<file path="config.mk">
export PLATFORM = sky130hd
export DESIGN_NAME = swm_ram
export DESIGN_NICKNAME = d
export VERILOG_FILES = /design/src/hw/rtl/swm_ram.sv
export SDC_FILE = /design/constraint.sdc
export NUM_CORES = 2
export LEC_CHECK = 0
export ABC_AREA = 1
export BUFFER_PORTS_ARGS = -buffer_cell sky130_fd_sc_hd__buf_2
export CORE_MARGIN = 5
export CORE_UTILIZATION = 45
export CTS_CLUSTER_DIAMETER = 120
export DETAILED_ROUTE_END_ITERATION = 6
export HOLD_SLACK_MARGIN = 0.12
export PLACE_DENSITY = 0.67
export SYNTH_ARGS = -nofsm -noshare
export SYNTH_HDL_FRONTEND = slang
export SYNTH_SLANG_ARGS = --single-unit
</file>
<file path="constraint.sdc">
create_clock -name clk -period 4.4 [get_ports clk]
set_input_delay 0.66 -clock clk [delete_from_list [all_inputs] [get_ports clk]]
set_output_delay 0.66 -clock clk [all_outputs]
set_load 0.1 [all_outputs]
</file>
<file path="src/hw/rtl/swm_ram.sv">
`timescale 1ns / 1ps

module swm_ram #(
  parameter int WIDTH = 32,
  parameter int DEPTH = 64
) (
  input  logic                                      clk,
  input  logic                                      wr_en,
  input  logic [((DEPTH > 1) ? $clog2(DEPTH) : 1)-1:0] wr_addr,
  input  logic [WIDTH-1:0]                          wr_data,
  input  logic [((DEPTH > 1) ? $clog2(DEPTH) : 1)-1:0] rd_addr,
  output logic [WIDTH-1:0]                          rd_data
);

  logic [WIDTH-1:0] mem [DEPTH];

  // One write port, one registered read port
  always_ff @(posedge clk) begin
    if (wr_en) begin
      mem[wr_addr] <= wr_data;
    end
    rd_data <= mem[rd_addr];
  end

endmodule

</file>
==> results <==
- The type of the most critical hold path is input port to flop.
- The number of slew-limit violations in the final report is 0.
- The netlist uses 16 different library cells.
- The number of clock buffers added by TritonCTS is 198.
- For the final database, setup skew stands at 0.0345 ns.
- Buffers added to address setup during post-CTS repair amount to 0.
- The portion of the post-synthesis area used by sequential elements is 75.1%.
- The number of antenna violations at the first check in global routing was 14.
- The placer's final routability congestion estimate is 0.850.
- The worst path uses 60.2% of the clock period.
- At the worst endpoint, the arrival time is 1.99 ns.
- In this run the number of cells on the critical path is 1.
- The global-route wire length before repair is 353000 um.
- The number of port buffers is 77.
- The cell internal power dissipation is 31900 uW.
- The register clock-pin slew on the reported worst setup and hold paths is 0.06 ns.
- The warning count from the yosys run is 0.
- The number of hold-repair buffers added at the cts stage is 0.
- In the final design database the tool counted 6867 nets.
- Broken down by cell family, the worst path's largest delay share belongs to flip-flops.
- After detailed routing, the total wire length is 244000 um.
- The source of the critical timing path is rd_data[20].
- The worst register-to-register path begins at mem[23][13].
- The starting density of the core is 45.2%.
- The root buffer cell is clkbuf_16.
- In the final layout, the share of cells above drive strength 1 is 9.39%.
- STA classifies the critical path endpoint as an output pin.
- The floorplan step defined a die boundary enclosing 193000 sq um.
- IR analysis of the VDD net gives a maximum drop of 0.411 mV.
- Summed over all cells, the static leakage comes to 0.0326 uW.
- The CTS H-tree depth is 4.
- Dividing total power by cell area gives a power density of 447 nW/um^2.
- The slowest stage of the critical path is the dfxtp_1 cell.
- The number of max-cap violations is 0.
- Relative to the synthesized area, the layout overhead comes to 12.4%.
- The number of gates resized after CTS is 0.
- Across every metal layer, demand over resource in global routing totals 24.8%.
- The highest clock frequency the design can meet is 377 MHz.
- The multi-input combinational cells in the finished layout cover a total of 18800 sq um.
- The sum of negative setup slack is 0 ns.
- The detailed-route vias per instance is 5.82.
- Following the worst setup path forward leads to its endpoint at rd_data[20].
- The worst slew slack as a fraction of its limit is 17.4%.
- The number of global-route vias before repair is 52061.
- Setup repair after global routing left no endpoint under its margin.
- The post-layout instance count excluding filler cells is 9459.
- TritonCTS built the clock tree.
- The final core utilization is 50.8%.
- The largest incremental delay on the critical path is 0.63 ns.
- The analysis attributes to net switching a power of 9650 uW.
- The total nets after synthesis is 6815.
- The placed instances occupy a cell area of 86700 sq um.
- The part of the power in the clock network is 40.0%.
- The wire length per cell is 25.8 um.
- The switching portion of total power is 23.2%.
- After detailed placement, the design holds a cell count of 9085.
- Registers take 62100 sq um.
- The worst reg-to-reg setup slack is 2.53 ns.
- Of the total power, combinational logic draws 7.0%.
- The number of primary I/O pins is 78.
- For the worst-skew pair, the clock arrives at the later sink with an insertion delay of 0.84 ns.
- The post-synthesis cell count is 6769.
- The count of nets left with antenna violations after detail routing is 0.
- The count of endpoints failing hold in the final timing report is 0.
- Before antenna repair, the detailed router went through 6 iterations.
- The number of DRC violations after detailed-routing iteration 0 is 7626.
- The sequential cell fraction of total power is 53.0%.
- The final number of setup-violating endpoints is 0.
- The endpoint of the lowest-slack register-to-register path is rd_data[13].
- The data required time of the critical path is 3.74 ns.
- Counting along the longest clock path gives a buffer depth of 3.
- The flow ran to the end, and the final reports show no timing, DRC or antenna violations.
- The final instance area is 93000 sq um.
- The total DRC errors in the routed layout is 0.
- Summed over all nets, the half-perimeter wirelength after detailed placement is 131000 um.
- Traced cell by cell, the critical path runs through buf_2.
- The path depth of the worst reg2reg path is 8.
- The initialized floorplan defines 157 standard-cell rows.
- The average size of a mapped cell is 12.2 sq um.
- For this design, the sink count on the clock tree is 2080.
- The worst-path maximum fanout is 1.
- The minimum clock period after layout is 2.65 ns.
- Across all layers, the routed design uses 55042 vias.
- In this run, synthesis produced a sequential element count of 2080.
- The transition at the pin with the smallest max-transition slack is 1.24 ns.
- The floorplan step set the die height to 439 um.
- In this run the cell area of the synthesized design comes to 82700 sq um.
- After floorplanning, the core was sized to cover 183000 sq um.
- The worst hold slack is 0.297 ns.
- The largest net degree at the start of global routing is 147.
- The type of the worst setup path is flop to output pin.
- The sort of element at the start of the critical path is a flop.
- The filler cell count in the final layout is 15490.
- In this run the horizontal extent of the chip is 439 um.
- The number of buffers and inverters on the critical path is 1.
- The total congestion overflow after global routing is 0.
==> registers in the layout, indices dropped and copies added, names as in the netlist <==
name / cells
mem: 2048
rd_data: 32
==> per-layer routing <==
metal	up-vias	GRT usage [%]	share of wire, %
met5	-	0	0
met1	27007	33.6	38
met2	3255	39.6	47
met3	536	3.98	9.9
li1	24244	-	-
met4	0	11.6	5.3
==> placed cells by master (no fill, tap or decap), types with 8 or more instances in the layout <==
cell type and n:
clkinv_2 38, nor2_4 56, buf_12 40, bufinv_16 8
buf_2 72, clkinv_1 28, buf_4 185, clkbuf_1 55
nor4_2 8, clkbuf_8 23, edfxtp_1 2048, nand3_1 1907
clkbuf_16 204, nand2_1 2248, dfxtp_1 32, nand4_1 9
==> kinds of logic (layout without fill, tap and decap cells) <==
family | Yosys count | in the layout | synth area share, %
buffers and inverters | 461 | 681 | 2.78
AND/OR/NAND/NOR | 4228 | 4228 | 22.1
other | 0 | 6 | 0
flip-flops | 2080 | 2080 | 75.1
==> cells in the mapped netlist <==
cell type,n,area [sq um]
inv_4,1,6.26
clkbuf_1,77,289
inv_2,2,7.51
edfxtp_1,2048,61500
inv_1,9,33.8
dfxtp_1,32,641
buf_1,40,150
buf_2,282,1410
nand2_1,2248,8440
nor2_1,56,210
buf_8,2,30.0
nor4_1,8,50.1
buf_6,3,33.8
buf_4,45,338
nand3_1,1907,9540
nand4_1,9,56.3
==> metrics by stage <==
step	power [uW]	setup WS, ns
4_1_cts	41700	1.65
3_5_place_dp	25300	1.12
2_1_floorplan	24000	-0.390
5_1_grt	42700	1.73
3_3_place_gp	25300	1.13
6_report	41600	1.75
==> power groups by stage <==
stage | clock network (uW) | logic (uW) | registers, uW
2_1_floorplan | 0 | 1350 | 22700
3_3_place_gp | 0 | 2830 | 22400
3_5_place_dp | 0 | 2860 | 22400
4_1_cts | 16800 | 2870 | 22000
5_1_grt | 17600 | 3080 | 22000
6_report | 16600 | 2900 | 22000
==> worst min path at each step <==
stage | from | endpoint | slack, ns | depth (start not counted)
after global routing | wr_data[19] | mem[57][19] | 0.28 | 1
after global placement | mem[58][12] | rd_data[12] | 0.78 | 8
after CTS | wr_data[5] | mem[4][5] | 0.26 | 1
final | wr_data[19] | mem[60][19] | 0.30 | 1
after floorplan | mem[14][0] | rd_data[0] | 0.72 | 8
after detailed placement | mem[62][12] | rd_data[12] | 0.77 | 8
==> area by class of cell <==
| type | count | area share (%) |
|---|---|---|
| Tap cell | 2464 | 3.31 |
| Antenna cell | 6 | 0.0161 |
| Inverter | 12 | 0.0874 |
| Sequential cell | 2080 | 66.8 |
| Clock buffer | 282 | 6.05 |
| Clock inverter | 86 | 0.735 |
| Timing Repair Buffer | 301 | 2.80 |
| Multi-Input combinational cell | 4228 | 20.2 |
No activity file was read; power rests on OpenSTA's default activity.
