===== src/hw/rtl/swm_pkg.sv =====
`timescale 1ns / 1ps

package swm_pkg;

  localparam int SAMPLE_W = 32;
  localparam int WSIZE_W  = 7;

  typedef logic signed [SAMPLE_W-1:0] sample_t;
  typedef logic [WSIZE_W-1:0]         wsize_t;

  localparam wsize_t WSIZE_RESET = wsize_t'(3);

  // Status one cell shows to its neighbors during an update
  typedef struct packed {
    logic valid;  // cell holds a window sample
    logic up;     // value above the incoming sample: moves one place up
    logic down;   // value above the evicted sample: moves one place down
    logic eq;     // value equals the evicted sample
  } cell_stat_t;

endpackage


===== src/hw/rtl/swm_cell.sv =====
`timescale 1ns / 1ps

module swm_cell (
  input  logic                   clk,
  input  logic                   rst,
  input  logic                   clear,
  input  logic                   step,
  input  logic                   full,
  input  swm_pkg::sample_t       sample,
  input  swm_pkg::sample_t       old_sample,
  input  swm_pkg::cell_stat_t    left_stat,
  input  swm_pkg::sample_t       left_val,
  input  swm_pkg::cell_stat_t    right_stat,
  input  swm_pkg::sample_t       right_val,
  output swm_pkg::cell_stat_t    stat,
  output swm_pkg::sample_t       val
);

  logic                valid;
  swm_pkg::sample_t    val_next;
  logic                valid_next;
  logic                removed;
  logic                left_removed;
  logic                stays;

  // Flags seen by the neighbors
  assign stat.valid = valid;
  assign stat.up    = valid && (val > sample);
  assign stat.down  = full && valid && (val > old_sample);
  assign stat.eq    = full && valid && (val == old_sample);

  // Evicted copy is the highest cell equal to the old sample
  assign removed      = stat.eq && !right_stat.eq;
  assign left_removed = left_stat.eq && !stat.eq;
  assign stays        = valid && !removed && (stat.up == stat.down);

  // Pick from right neighbor, left neighbor, self, or take the new sample
  always_comb begin
    if (right_stat.down && !right_stat.up) begin
      val_next = right_val;
    end else if (left_stat.up && !left_stat.down && !left_removed) begin
      val_next = left_val;
    end else if (stays) begin
      val_next = val;
    end else begin
      val_next = sample;
    end
    valid_next = full ? valid : (valid || left_stat.valid);
  end

  always_ff @(posedge clk) begin
    if (rst || clear) begin
      valid <= 1'b0;
    end else if (step) begin
      valid <= valid_next;
    end
  end

  always_ff @(posedge clk) begin
    if (step) begin
      val <= val_next;
    end
  end

endmodule


===== config.mk =====
export PLATFORM = sky130hd
export DESIGN_NAME = swm_cell
export DESIGN_NICKNAME = d
export VERILOG_FILES = /design/src/hw/rtl/swm_pkg.sv /design/src/hw/rtl/swm_cell.sv
export SDC_FILE = /design/constraint.sdc
export NUM_CORES = 1
export LEC_CHECK = 0
export BUFFER_PORTS_ARGS = -buffer_cell sky130_fd_sc_hd__buf_2
export CELL_PAD_IN_SITES_DETAIL_PLACEMENT = 0
export CELL_PAD_IN_SITES_GLOBAL_PLACEMENT = 1
export CORE_UTILIZATION = 33
export DETAILED_ROUTE_END_ITERATION = 10
export PLACE_DENSITY = 0.9
export SYNTH_ARGS = -nofsm -noshare
export SYNTH_HDL_FRONTEND = slang
export SYNTH_SLANG_ARGS = --single-unit

===== constraint.sdc =====
create_clock -name clk -period 5.9 [get_ports clk]
set_input_delay 0.59 -clock clk [delete_from_list [all_inputs] [get_ports clk]]
set_output_delay 0.59 -clock clk [all_outputs]
set_load 0.02 [all_outputs]

==> results of run 1 <==
-- per-stage QoR --
| stage | power [mW] | setup slack, ns | std cells |
|---|---|---|---|
| floorplan | 0.4555 | 0.9937 | 382 |
| global placement | 0.5512 | 1.677 | 681 |
| detailed placement | 0.5616 | 1.580 | 681 |
| CTS | 0.7468 | 1.794 | 689 |
| global route | 0.7881 | 1.591 | 689 |
| finish | 0.7319 | 1.915 | 689 |
-- sequential cells by signal, indices dropped and copies added, names as in the netlist --
| name | count |
|---|---|
| valid | 1 |
| val | 32 |
-- area by class of cell --
cell class / count / area share (%)
Tap cell: 133 / 3.684
Clock buffer: 8 / 1.994
Timing Repair Buffer: 178 / 19.89
Multi-Input combinational cell: 270 / 47.15
Inverter: 67 / 5.568
Sequential cell: 33 / 21.72
-- critical path: stages (launching register included) --
cell      delay (ns)
edfxtp_1        0.45
ha_1            0.35
nand4_2         0.17
nor4_2          0.40
nand4_1         0.22
or3_4           0.47
o21ai_1         0.15
nand3b_1        0.08
buf_4           0.32
a41oi_4         0.72
buf_4           0.35
-- cells in the final DEF, fill, tap and decap left out, types with 2 or more instances in the layout --
master,count
nor2_1,5
nand4_1,12
a21o_1,7
inv_1,67
ha_1,64
a221oi_1,2
edfxtp_1,32
mux2i_1,32
nor4_1,2
a21oi_1,19
clkbuf_1,2
buf_4,3
nor2b_1,2
nand2_1,45
nand2b_1,2
o21ai_1,30
a31oi_1,2
and4_1,3
nand3_1,4
and2_2,3
buf_2,175
clkbuf_8,6
o21ai_0,9
a221o_1,2
-- metal layers --
layer	global-route usage [%]	part of all wire [%]
met1	21.45	43
met2	32.38	50
met3	3.383	5.5
met4	4.898	1.6
met5	0	0
-- power by group --
group	total [mW]	internal, mW	switching, mW	leakage [nW]
sequential	0.297	0.281	0.0156	0.324
clock	0.177	0.0952	0.0818	0.0455
combinational	0.258	0.118	0.139	2.20
total	0.732	0.495	0.237	2.57
-- logic make-up after synthesis --
logic type / after synthesis
simple gates: 90
compound gates: 82
buf+inv: 79
fa+ha+maj: 64
mux: 33
flops: 33
xor+xnor: 1
-- worst max-delay path by stage --
stage	start	end	cells after the start
6_report	val[31]$_DFFE_PP_	val[2]$_DFFE_PP_	10
5_1_grt	val[31]$_DFFE_PP_	val[2]$_DFFE_PP_	10
2_1_floorplan	old_sample[31]	val[0]$_DFFE_PP_	10
3_5_place_dp	old_sample[31]	val[6]$_DFFE_PP_	12
4_1_cts	val[31]$_DFFE_PP_	val[2]$_DFFE_PP_	10
3_3_place_gp	old_sample[31]	val[7]$_DFFE_PP_	12
==> metrics.cfg, run 1 <==
[detailed_routing]
vias_per_cell = 4.855
ant_nets = 0
wl_um = 9545
drt_iter0_markers = 96
drc_errors = 0
dr.pass1.iters = 4
wire_per_inst_um = 13.85
vias = 3345

[flow_run]
drv_cap = 0

[final_layout]
seq_area_um2 = 980.9
multi_input_area_um2 = 2130
fillers = 994
areaGrowthSynthToFinish_pct = 31.90
diodes = 0
finish.instance_area_um2 = 4517
finalCoreUtilization_pct = 45.58
layout-drive-gt1-share_pct = 35.43
finalNetCount = 760

[grt]
grt_overflow = 0
track_usage_pct = 17.89
grt_pass1_vias = 3448
grt_max_degree = 66
antenna_found_initial = 0
grt_pass1_wl_um = 15720

[pwr]
p_leak_nw = 2.566
p_per_area_nw_per_um2 = 162.0
power.ir.vdd_worst_v = 0.00008079

[sta]
fmax_ghz = 0.2510
tightest_slew_ns = 0.8790
min_period_ns = 3.985
setup_viol = 0
fin_skew_ns = 0.009552
rsz0062_at_grt = false
hold_viol_final = 0
whs_ns = 0.4738
fin_crit_sh_pct = 67.53
setup_tns_ns = 0
drv_slew = 0
relSlewSlack_pct = 41.21

[worst_hold_path]
hold_path_class = in2reg
hold_path_end = valid$_SDFFE_PP0P_
worstHoldPathCells = 2
hold_start = rst

[floorplan]
core_area_um2 = 9910
die_h_um = 103.9
fp.dieW_um = 103.9
fp.dieArea_um2 = 10790
rows = 36
start_util_pct = 34.56
io_pins = 177

[yosys]
yosys-top-cells-area = edfxtp_1 28%, ha_1 23%, mux2i_1 9.4%
synth-xor-area-share_pct = 0.2558
synth_mux_area_share_pct = 9.682
syn-cell-area_um2 = 3425
synth-compound-area-share_pct = 14.18
postSynthCellCount = 382
yosysSeqAreaShare_pct = 28.64
synth-edff-count = 32
async_reset_ff_share_pct = 0
synth_adder_area_share_pct = 23.38
synth_top_family_by_area = adder cells
synthesis.nets = 587
synth_seq_cells = 33
synth_top_area_share_pct = 28.06
synth.distinct_cells = 49
yosysMostFrequentCell = inv_1
synth_ff_type = edfxtp_1
synth_top_area_cell = edfxtp_1
synth-simple-area-share_pct = 13.92
ys_warn_count = 0
syn_avg_cell_area_um2 = 8.965
ys_top_cells_by_count = 67 x inv_1, 64 x ha_1, 45 x nand2_1

[setup_path]
cp.arrival_ns = 3.96
startpoint_type = flip-flop
path_class = reg2reg
r2r_slack_ns = 1.92
cp-end-kind = flip-flop
rr_endpoint = val[2]$_DFFE_PP_
r2r-start = val[31]$_DFFE_PP_
crit_path_max_fanout = 33
worst_ep_required_time_ns = 5.88
reg2reg_depth = 10

[run_status]
status = completed

[placed_design]
io_buffer_count = 175
gp_congestion = 0.8369
place_area_um2 = 4427
dp_hpwl_um = 8036

[cts]
htree_num_levels = 2
cts_tree = yes
cts_max_path_buffers = 2
post-cts-setup-buffers = 0
ctsHoldBuffers = 0
cts_buffers = 5
path_clk_slew_ns = 0.07
cts_resized = 0
clock-sinks = 33
cts_root_buffer = clkbuf_8
clock_latency_ns = 0.28

Note: power is estimated with default switching activity, not from simulation.
==> inputs of run 2 (changes only) <==
==> constraint.sdc (replaced) <==
create_clock -name clk -period 4 [get_ports clk]
set_input_delay 0.4 -clock clk [delete_from_list [all_inputs] [get_ports clk]]
set_output_delay 0.4 -clock clk [all_outputs]
set_load 0.02 [all_outputs]
==> metrics.cfg, run 2 (same netlist as run 1, synthesis figures left out) <==
[sta]
fmax_ghz = 0.2993  ; +19%
setup_viol = 0  ; unchanged
drv_slew = 0  ; unchanged
fin_crit_sh_pct = 83.52  ; +16 points
whs_ns = 0.2738  ; -0.2000 ns
tightest_slew_ns = 0.7400  ; -0.1390 ns
min_period_ns = 3.341  ; -0.6439 ns
rsz0062_at_grt = false
relSlewSlack_pct = 49.39  ; +8.2 points
hold_viol_final = 0  ; unchanged
fin_skew_ns = 0.006742  ; -0.002810 ns
setup_tns_ns = 0  ; unchanged

[pwr]
p_per_area_nw_per_um2 = 234.9  ; +45%
power_mw = 1.063  ; +45%
p_leak_nw = 2.573  ; +0.26%
power.ir.vdd_worst_v = 0.00009555  ; +18%

[cts]
htree_num_levels = 2  ; unchanged
path_clk_slew_ns = 0.07  ; about the same
cts_tree = yes
cts_resized = 0  ; unchanged
clock-sinks = 33  ; unchanged
clock_latency_ns = 0.28  ; about the same
post-cts-setup-buffers = 0  ; unchanged
cts_buffers = 5  ; unchanged
cts_max_path_buffers = 2  ; unchanged
ctsHoldBuffers = 0  ; unchanged
cts_root_buffer = clkbuf_8

[final_layout]
diodes = 0  ; unchanged
layout-drive-gt1-share_pct = 35.66  ; +0.23 points
final_cell_mix = 175 x buf_2, 67 x inv_1, 64 x ha_1
fillers = 1017  ; +2.3%
multi_input_area_um2 = 2130  ; unchanged
top_regs = val: 32 flops, valid: 1 flops
seq_area_um2 = 980.9  ; unchanged
layout_commonest_cell = buf_2
top_register = val
areaGrowthSynthToFinish_pct = 32.08
largest_reg_flops = 32  ; unchanged
finalNonFillerCells = 691  ; +0.29%
finalNetCount = 762  ; +0.26%

[floorplan]
core_area_um2 = 9910  ; unchanged
io_pins = 177  ; unchanged
die_h_um = 103.9  ; unchanged
fp.dieW_um = 103.9  ; unchanged
rows = 36  ; unchanged
start_util_pct = 34.56  ; unchanged
fp.dieArea_um2 = 10790  ; unchanged

[detailed_routing]
ant_nets = 0  ; unchanged
vias = 3307  ; -1.1%
vias_per_cell = 4.786  ; -1.4%
dr.pass1.iters = 4  ; unchanged
drc_errors = 0  ; unchanged
wl_um = 9467  ; -0.82%
wire_per_inst_um = 13.70  ; -1.1%
drt_iter0_markers = 80  ; -17%

[setup_path]
worst_ep_required_time_ns = 3.97  ; -1.91 ns
cp-end-kind = flip-flop
crit_path_max_fanout = 16  ; -52%
critPathCapture = val[5]$_DFFE_PP_
path_buf_inv = 1  ; -1
r2r_slack_ns = 0.66  ; -1.26 ns
path_class = reg2reg
reg2reg_depth = 10  ; unchanged
r2r-start = val[31]$_DFFE_PP_
critical_path.slowest_cell = edfxtp_1
rr_endpoint = val[5]$_DFFE_PP_
cp_cell_sequence = ha_1 -> nand4_2 -> nor4_2 -> nand4_1 -> a31oi_1 -> nor4_1 -> nor4b_1 -> xnor2_1 -> a41oi_4 -> buf_4
crit_cells = 10  ; unchanged
cp.arrival_ns = 3.31  ; -0.65 ns
critPathMaxStageDelay_ns = 0.43  ; -0.29 ns
crit_family = simple AND/OR/NAND/NOR gates
startpoint_type = flip-flop
startpoint = val[31]$_DFFE_PP_

[placed_design]
dp_hpwl_um = 8072  ; +0.44%
placed_cells = 683  ; +0.29%
io_buffer_count = 175  ; unchanged
gp_congestion = 0.8102  ; -3.2%

[run_status]
status = completed

[flow_run]
drv_cap = 0  ; unchanged

[grt]
met2_usage_pct = 32.33  ; -0.048 points
use_met1_pct = 21.30  ; -0.15 points
grt_pass1_wl_um = 15370  ; -2.2%
track_usage_pct = 17.75  ; -0.14 points
grt.busiest_layer = met2
grt_pass1_vias = 3334  ; -3.3%
grt_overflow = 0  ; unchanged
grt_max_degree = 35  ; -47%
use_met3_pct = 2.757  ; -0.63 points
antenna_found_initial = 0  ; unchanged

[worst_hold_path]
hold_path_class = in2reg

## run 2: area by class of cell
class                   count  area share [%]
clock buffers               5           1.521
clock inverters             3          0.2766
inverters                  67           5.560
multi-input cells         270           47.08
flip-flops and latches     33           21.69
well taps                 133           3.679
repair buffers            180           20.19
## run 2: worst min-delay path by stage
stage	startpoint	end	slack, ns	cells after the start
2_1_floorplan	rst	valid$_SDFFE_PP0P_	0.48	1
3_3_place_gp	rst	valid$_SDFFE_PP0P_	0.57	2
3_5_place_dp	rst	valid$_SDFFE_PP0P_	0.57	2
4_1_cts	rst	valid$_SDFFE_PP0P_	0.27	2
5_1_grt	rst	valid$_SDFFE_PP0P_	0.27	2
6_report	rst	valid$_SDFFE_PP0P_	0.27	2
## run 2: stage by stage
stage | setup WS, ns | utilization (%) | cell area (µm²)
after floorplan | 0.09014 | - | 3443
after global placement | 0.5812 | 44.82 | 4442
after detailed placement | 0.4874 | 44.82 | 4442
after CTS | 0.5569 | 45.64 | 4523
after global routing | 0.3362 | 45.64 | 4523
final | 0.6593 | 45.64 | 4523
## run 2: per-layer routing
metal	part of all wire (%)	routed length [µm]
met1	44	4208
met2	49	4670
met3	4.5	430
met4	1.7	158
met5	0	0
## run 2: worst register-to-register path: stages (launching register included)
cell and delay [ns]:
edfxtp_1 0.43, ha_1 0.35, nand4_2 0.15, nor4_2 0.41
nand4_1 0.24, a31oi_1 0.29, nor4_1 0.09, nor4b_1 0.37
xnor2_1 0.17, a41oi_4 0.24, buf_4 0.29
## run 2: power breakdown
part	switching [mW]	internal (mW)	total, mW
sequential	0.0234	0.415	0.438
combinational	0.204	0.175	0.379
clock	0.128	0.117	0.246
total	0.356	0.707	1.06
==> inputs of run 3 (changes only) <==
==> constraint.sdc (replaced) <==
create_clock -name clk -period 3.3 [get_ports clk]
set_input_delay 0.33 -clock clk [delete_from_list [all_inputs] [get_ports clk]]
set_output_delay 0.33 -clock clk [all_outputs]
set_load 0.02 [all_outputs]
==> metrics.cfg, run 3 (same netlist as run 1, synthesis figures left out) <==
[run_status]
status = completed

[floorplan]
rows = 36  ; unchanged
io_pins = 177  ; unchanged
start_util_pct = 34.56  ; unchanged
die_h_um = 103.9  ; unchanged
core_area_um2 = 9910  ; unchanged
fp.dieW_um = 103.9  ; unchanged
fp.dieArea_um2 = 10790  ; unchanged

[sta]
setup_tns_ns = 0  ; unchanged
tightest_slew_ns = 0.6161  ; -0.1240 ns
min_period_ns = 3.174  ; -0.1664 ns
setup_viol = 0  ; unchanged
worst_slack_ns = 0.1257  ; -0.5336 ns
relSlewSlack_pct = 58.93  ; +9.5 points
fmax_ghz = 0.3150  ; +5.2%
drv_slew = 0  ; unchanged
rsz0062_at_grt = true
fin_skew_ns = 0.003235  ; -0.003507 ns
fin_crit_sh_pct = 96.19  ; +13 points
hold_viol_final = 0  ; unchanged

[grt]
grt_max_degree = 65  ; +86%
antenna_found_initial = 0  ; unchanged
grt_pass1_wl_um = 15920  ; +3.5%
track_usage_pct = 18.30  ; +0.54 points
grt_overflow = 0  ; unchanged
grt_pass1_vias = 3448  ; +3.4%

[cts]
cts_tree = yes
clock-sinks = 33  ; unchanged
ctsHoldBuffers = 0  ; unchanged
cts_root_buffer = clkbuf_8
htree_num_levels = 2  ; unchanged
cts_buffers = 5  ; unchanged
path_clk_slew_ns = 0.07  ; about the same
clock_latency_ns = 0.29  ; about the same
cts_max_path_buffers = 2  ; unchanged

[detailed_routing]
wire_per_inst_um = 14.11  ; +3.0%
vias_per_cell = 4.834  ; +1.0%
drt_iter0_markers = 101  ; +26%
vias = 3374  ; +2.0%
dr.pass1.iters = 4  ; unchanged
wl_um = 9847  ; +4.0%
drc_errors = 0  ; unchanged
ant_nets = 0  ; unchanged

[setup_path]
critPathMaxStageDelay_ns = 0.47  ; +0.04 ns
r2r_slack_ns = 0.13  ; -0.53 ns
r2r-start = val[31]$_DFFE_PP_
reg2reg_depth = 8  ; -2
cp-end-kind = flip-flop
crit_path_max_fanout = 7  ; -9
cp.arrival_ns = 3.19  ; -0.12 ns
critical_path.slowest_cell = or3_4
cp_cell_sequence = ha_4 -> nand4_4 -> nor4_4 -> nand4_1 -> or3_4 -> or3_4 -> a41oi_4 -> clkbuf_16
path_class = reg2reg
worst_ep_required_time_ns = 3.31  ; -0.66 ns
critPathMostFrequentCell = or3_4
rr_endpoint = val[16]$_DFFE_PP_
startpoint_type = flip-flop

[worst_hold_path]
hold_path_class = in2reg
hold_start = rst
worstHoldPathCells = 2  ; unchanged
hold_path_end = valid$_SDFFE_PP0P_

[placed_design]
pre_cts_ws_ns = 0.1101  ; -0.3772 ns
io_buffer_count = 175  ; unchanged
placed_cells = 685  ; +0.29%
gp_congestion = 0.7808  ; -3.6%
dp_hpwl_um = 8129  ; +0.71%

[final_layout]
areaGrowthSynthToFinish_pct = 37.52
finalNonFillerCells = 698  ; +1.0%
diodes = 0  ; unchanged
largest_reg_flops = 32  ; unchanged
finalNetCount = 769  ; +0.92%
top_register = val
layout-drive-gt1-share_pct = 38.23  ; +2.6 points
finalCoreUtilization_pct = 47.53  ; +1.9 points
layout_commonest_cell = buf_2
final_cell_mix = 175 x buf_2, 67 x inv_1, 60 x ha_1
top_regs = val: 32 flops, valid: 1 flops

[flow_run]
drv_cap = 0  ; unchanged

[pwr]
power_mw = 1.339  ; +26%
p_leak_nw = 2.636  ; +2.4%
p_per_area_nw_per_um2 = 284.2  ; +21%
power.ir.vdd_worst_v = 0.0001388  ; +45%

[run 3: worst max-delay path by stage]
stage	start	end	slack, ns
2_1_floorplan	val[27]$_DFFE_PP_	val[0]$_DFFE_PP_	-0.07
6_report	val[31]$_DFFE_PP_	val[16]$_DFFE_PP_	0.13
3_5_place_dp	sample[1]	val[18]$_DFFE_PP_	0.11
3_3_place_gp	sample[14]	val[18]$_DFFE_PP_	0.12
5_1_grt	val[30]$_DFFE_PP_	val[19]$_DFFE_PP_	-0.02
4_1_cts	val[14]$_DFFE_PP_	val[3]$_DFFE_PP_	0.09
[run 3: repair_timing]
action,in CTS,in global routing
gates resized for setup,0,11
buffers inserted,0,3
setup endpoints to repair,0,62
[run 3: where the power goes]
group / internal, mW / total (mW) / leakage, nW / switching, mW
Clock: 0.147 / 0.314 / 0.0450 / 0.168
Sequential: 0.503 / 0.532 / 0.324 / 0.0291
Combinational: 0.232 / 0.492 / 2.27 / 0.260
Total: 0.881 / 1.34 / 2.64 / 0.457
[run 3: area by class of cell]
type,instances,area (µm²)
clock buffers,6,72.57
clock inverters,2,10.01
fillers,989,5200
inverters,67,251.5
multi-input cells,270,2225
flip-flops and latches,33,980.9
well taps,133,166.4
repair buffers,187,1003
[run 3: metrics by stage]
step / cell area, µm² / hold slack [ns]
global route: 4710 / 0.2115
CTS: 4571 / 0.1778
global placement: 4488 / 0.4958
detailed placement: 4488 / 0.4949
floorplan: 3466 / 0.4068
finish: 4710 / 0.1893
[run 3: critical path, delay by kind of cell (launching register included)]
kind,cells,cell delay (ns)
compound gates,1,0.36
fa+ha+maj,1,0.33
buf+inv,1,0.23
flops,1,0.45
simple gates,5,1.51
[run 3: routing by layer]
metal	part of all wire, %	up-vias	GRT usage, %
met3	6.3	9	4.637
met2	49	114	32.71
met5	0	-	0
met1	44	1519	21.65
met4	1.4	0	4.796
li1	-	1732	-
